<file path="config.mk">
export PLATFORM = sky130hd
export DESIGN_NAME = gsi_queue
export DESIGN_NICKNAME = d
export VERILOG_FILES = /design/src/rtl/gsi_pkg.sv /design/src/rtl/gsi_queue.sv
export SDC_FILE = /design/constraint.sdc
export NUM_CORES = 1
export LEC_CHECK = 0
export ABC_AREA = 1
export BUFFER_PORTS_ARGS = -buffer_cell sky130_fd_sc_hd__buf_2
export CAP_MARGIN = 0
export CORE_ASPECT_RATIO = 0.75
export CORE_MARGIN = 1.5
export CORE_UTILIZATION = 57
export DETAILED_ROUTE_END_ITERATION = 6
export GPL_TIMING_DRIVEN = 0
export HOLD_SLACK_MARGIN = 0.05
export PLACE_DENSITY_LB_ADDON = 0.3
export SLEW_MARGIN = 25
export SYNTH_ARGS = -nofsm -noshare
export SYNTH_HDL_FRONTEND = slang
export SYNTH_SLANG_ARGS = --single-unit
</file>
<file path="constraint.sdc">
create_clock -name clock -period 15.3 [get_ports clock]
set_input_delay 0 -clock clock [delete_from_list [all_inputs] [get_ports clock]]
set_output_delay 0 -clock clock [all_outputs]
set_load 0.05 [all_outputs]
</file>
<file path="src/rtl/gsi_pkg.sv">
// Shared widths and item types for the gain schedule interpolator.
package gsi_pkg;

   localparam int unsigned SPEED_W     = 32;
   localparam int unsigned BREAK_W     = 31;
   localparam int unsigned GAIN_W      = 32;
   localparam int unsigned PAIR_W      = 64;
   localparam int unsigned SEG_W       = 2;
   localparam int unsigned QUOT_W      = 32;
   localparam int unsigned PROD_W      = BREAK_W + GAIN_W;
   localparam int unsigned QUEUE_DEPTH = 2;

   // classified item handed from the front to the back
   typedef struct packed {
      logic [BREAK_W-1:0] mag;
      logic [BREAK_W-1:0] lo;
      logic [BREAK_W-1:0] hi;
      logic [GAIN_W-1:0]  kp_lo;
      logic [GAIN_W-1:0]  kp_hi;
      logic [GAIN_W-1:0]  ki_lo;
      logic [GAIN_W-1:0]  ki_hi;
      logic [SEG_W-1:0]   seg;
      logic               at_end;
   } gsi_job_type;

   // per-item data that rides alongside the divider
   typedef struct packed {
      logic [BREAK_W-1:0] den;
      logic [GAIN_W-1:0]  kp_lo;
      logic [GAIN_W-1:0]  ki_lo;
      logic               kp_neg;
      logic               ki_neg;
      logic               bypass;
      logic [SEG_W-1:0]   seg;
   } gsi_side_type;

endpackage

</file>
<file path="src/rtl/gsi_queue.sv">
// Short item queue between the front end and the interpolation pipeline.
module gsi_queue (
   input  logic                 clock,
   input  logic                 reset,
   input  logic                 push_valid,
   input  gsi_pkg::gsi_job_type push_job,
   output logic                 pop_valid,
   output gsi_pkg::gsi_job_type pop_job,
   output logic                 full
);
   import gsi_pkg::*;

   localparam int unsigned PTR_W = $clog2(QUEUE_DEPTH);
   localparam int unsigned CNT_W = $clog2(QUEUE_DEPTH+1);

   gsi_job_type      entry_ff [QUEUE_DEPTH];
   logic [PTR_W-1:0] wr_ptr_ff, wr_ptr_in;
   logic [PTR_W-1:0] rd_ptr_ff, rd_ptr_in;
   logic [CNT_W-1:0] count_ff, count_in;
   logic             pop;

   // the back end never stalls, so anything held is taken at once
   always_comb begin
      pop       = (count_ff != '0);
      wr_ptr_in = wr_ptr_ff;
      rd_ptr_in = rd_ptr_ff;
      count_in  = count_ff;
      if (push_valid) begin
         wr_ptr_in = (wr_ptr_ff == PTR_W'(QUEUE_DEPTH-1)) ? '0 : wr_ptr_ff + 1'b1;
      end
      if (pop) begin
         rd_ptr_in = (rd_ptr_ff == PTR_W'(QUEUE_DEPTH-1)) ? '0 : rd_ptr_ff + 1'b1;
      end
      if (push_valid && !pop) begin
         count_in = count_ff + 1'b1;
      end else if (!push_valid && pop) begin
         count_in = count_ff - 1'b1;
      end
   end

   always_ff @(posedge clock) begin
      if (reset) begin
         wr_ptr_ff <= '0;
         rd_ptr_ff <= '0;
         count_ff  <= '0;
      end else begin
         wr_ptr_ff <= wr_ptr_in;
         rd_ptr_ff <= rd_ptr_in;
         count_ff  <= count_in;
      end
   end

   always_ff @(posedge clock) begin
      if (push_valid) begin
         entry_ff[wr_ptr_ff] <= push_job;
      end
   end

   assign pop_valid = pop;
   assign pop_job   = entry_ff[rd_ptr_ff];
   assign full      = (count_ff == CNT_W'(QUEUE_DEPTH));

endmodule

</file>
==> run summary <==
status: completed
Leakage: 9.41 nW
# nets final: 1693
clock group share of total power: 25.1%
worst endpoint required time: 15.55 ns
commonest cells after routing, fill and taps aside: buf_2, edfxtp_1, dlygate4sd3_1
antenna violations before repair: 8
vias in the first global route: 10800
most area-consuming cells after synthesis: edfxtp_1, mux2_4, mux2_2
Port Buffers: 452
Die Y: 153 um
combinational power share: 38.4%
Yosys top cell area share: 78.9%
pin count of the biggest net entering global routing: 84
Post-CTS Setup Inserts: 0
dpl cells: 1586
row count: 54
clock tree root buffer cell: clkbuf_16
Final Hold Viols: 0
CTS Buf Count: 42
hold_ws: 0.179 ns
Syn Std Cell Area: 17000 um^2
I/O Pins: 453
FILL cells: 1388
number of synthesized register bits: 453
Iteration-0 DRC Markers: 669
Net Sw Frac: 37.0%
initial core utilization: 58.3%
htree depth: 2
1st-pass router iterations: 4
Synth Warn #: 0
hold_buf cts: 227
max-cap violation count: 0
first-pass GRT wire length: 63.7 mm
# setup viols final: 0
Syn-to-layout area delta: 39.0%
element type at the critical path end: flop
Max Root-Sink Buffers: 3
worst slew pin tran: 0.687 ns
HP Class: in -> reg
syn_area_per_cell: 23.3 um^2
most common cell after layout, fill and taps aside: buf_2
clock skew: 0.0124 ns
Via Count: 9884
clk sinks: 453
Final Slew Violations: 0
RD Place Congestion: 0.767
pwr/cell area: 169 nW/um^2
share of layout cells above drive strength 1: 51.2%
routed len/inst: 22.9 um
Sequential Power Share: 36.5%
Vias per Instance: 5.21
switching component of the power: 1.48 mW
Yosys top cell by area: edfxtp_1
kind of start point of the critical path: flop
unrepaired setup endpoints after global routing: no
sequential fraction of the synthesis area: 79.5%
die footprint: 31000 um^2
Crit Path Category: reg -> reg
Layout Cells excl Fill: 1896
hpwl dp: 25.3 mm
CTS tree: yes
worst skew pair latency: 0.55 ns
crit path time final: 2.08 ns
CP max FO: 24
post-synth net total: 958
number of distinct library cells after synthesis: 15
Die X-Extent: 203 um
worst rel slew slack: 54.1%
Max Clk Rate: 0.482 GHz
clk slew on worst S/H paths: 0.07 ns
Arr. time, crit path: 2.32 ns
P_int: 2.52 mW
grt total ovfl: 0
Post-Syn Instances: 730
VDD IR-drop max: 0.144 mV
Total GRT Usage: 27.9%
Antenna Nets Post-Route: 0
DRC: 0
DRT Wirelength: 43.4 mm
CTS resizes: 0
final period utilization: 13.6%
Core ar.: 29300 um^2
-- flip-flops by register name, summed over array words and instances, names as in the netlist, named ones only --
| register | flops |
|---|---|
| count_ff | 2 |
| wr_ptr_ff | 1 |
| entry_ff | 448 |
| rd_ptr_ff | 1 |
-- worst max-delay path, stage by stage, from the launching register on --
cell	delay [ns]
dfxtp_1	0.35
nor2_4	0.57
buf_16	0.26
buf_16	0.19
buf_16	0.19
buf_12	0.20
-- Yosys cell counts --
library cell  instances
nand2_1               5
mux2_4              160
inv_1                 9
mux2_2               64
edfxtp_1            448
ha_1                  1
nor3_1                1
a21oi_1               3
buf_2                 6
nand3_1               1
buf_6                19
dfxtp_1               5
nor2_1                5
nand4_1               1
o21ai_0               2
-- cell families (layout without fill, tap and decap cells) --
kind of cell,Yosys count,count (layout),share of synthesized area [%]
compound gates,5,5,0.147
fa+ha+maj,1,1,0.0734
buf+inv,34,801,1.63
other cells,0,7,0
flops,453,453,79.5
mux,224,224,18.3
simple gates,13,13,0.316
-- per-stage QoR --
step                      setup TNS, ns  setup WS (ns)  utilization [%]  area [um^2]  power [mW]
after CTS                             0          13.23             80.9        23700        3.99
after global routing                  0          13.14             81.0        23700        4.12
after floorplan                       0           4.90                -        17000        2.66
after global placement           -55.13         -0.273             67.7        19800        2.96
final                                 0          13.22             81.0        23700        4.01
after detailed placement              0          13.24             68.7        20100        2.96
-- worst paths after layout --
check                              start                    endpoint  slack (ns)  cells past startpoint
setup / recovery  wr_ptr_ff$_SDFFE_PP0P_  entry_ff[0][202]$_DFFE_PP_       13.22                      5
hold / removal             push_job[136]  entry_ff[1][136]$_DFFE_PP_        0.18                      2
setup reg to reg  wr_ptr_ff$_SDFFE_PP0P_  entry_ff[0][202]$_DFFE_PP_       13.22                      5
hold reg to reg   rd_ptr_ff$_SDFFE_PP0P_      rd_ptr_ff$_SDFFE_PP0P_        0.50                      1
-- per-layer routing --
metal / routed length [um] / share of wire (%) / up-vias / global-route usage (%)
met4: 1410 / 3.2 / 2 / 11.3
met5: 12 / 0.028 / - / 0
met3: 3970 / 9.1 / 93 / 8.62
li1: - / - / 4390 / -
met1: 15000 / 35 / 4943 / 31.1
met2: 23000 / 53 / 456 / 49.7
-- area by class of cell --
class,count,area (um^2),area share [%]
clock inverter,18,101,0.428
clock buffer,58,1190,5.04
inverter,9,41.3,0.174
timing repair buffer,691,4830,20.4
tap,392,490,2.07
antenna,7,17.5,0.0739
sequential,453,13600,57.2
multi-input combinational,243,3220,13.6
buffer,25,244,1.03
-- power by group through the flow --
stage	sequential, mW	clock (mW)	combinational [mW]
detailed placement	1.49	0	1.47
global placement	1.51	0	1.45
finish	1.46	1.01	1.54
CTS	1.46	1.01	1.52
floorplan	1.50	0	1.16
global route	1.47	1.06	1.59
Note: power is estimated with default switching activity, not from simulation.
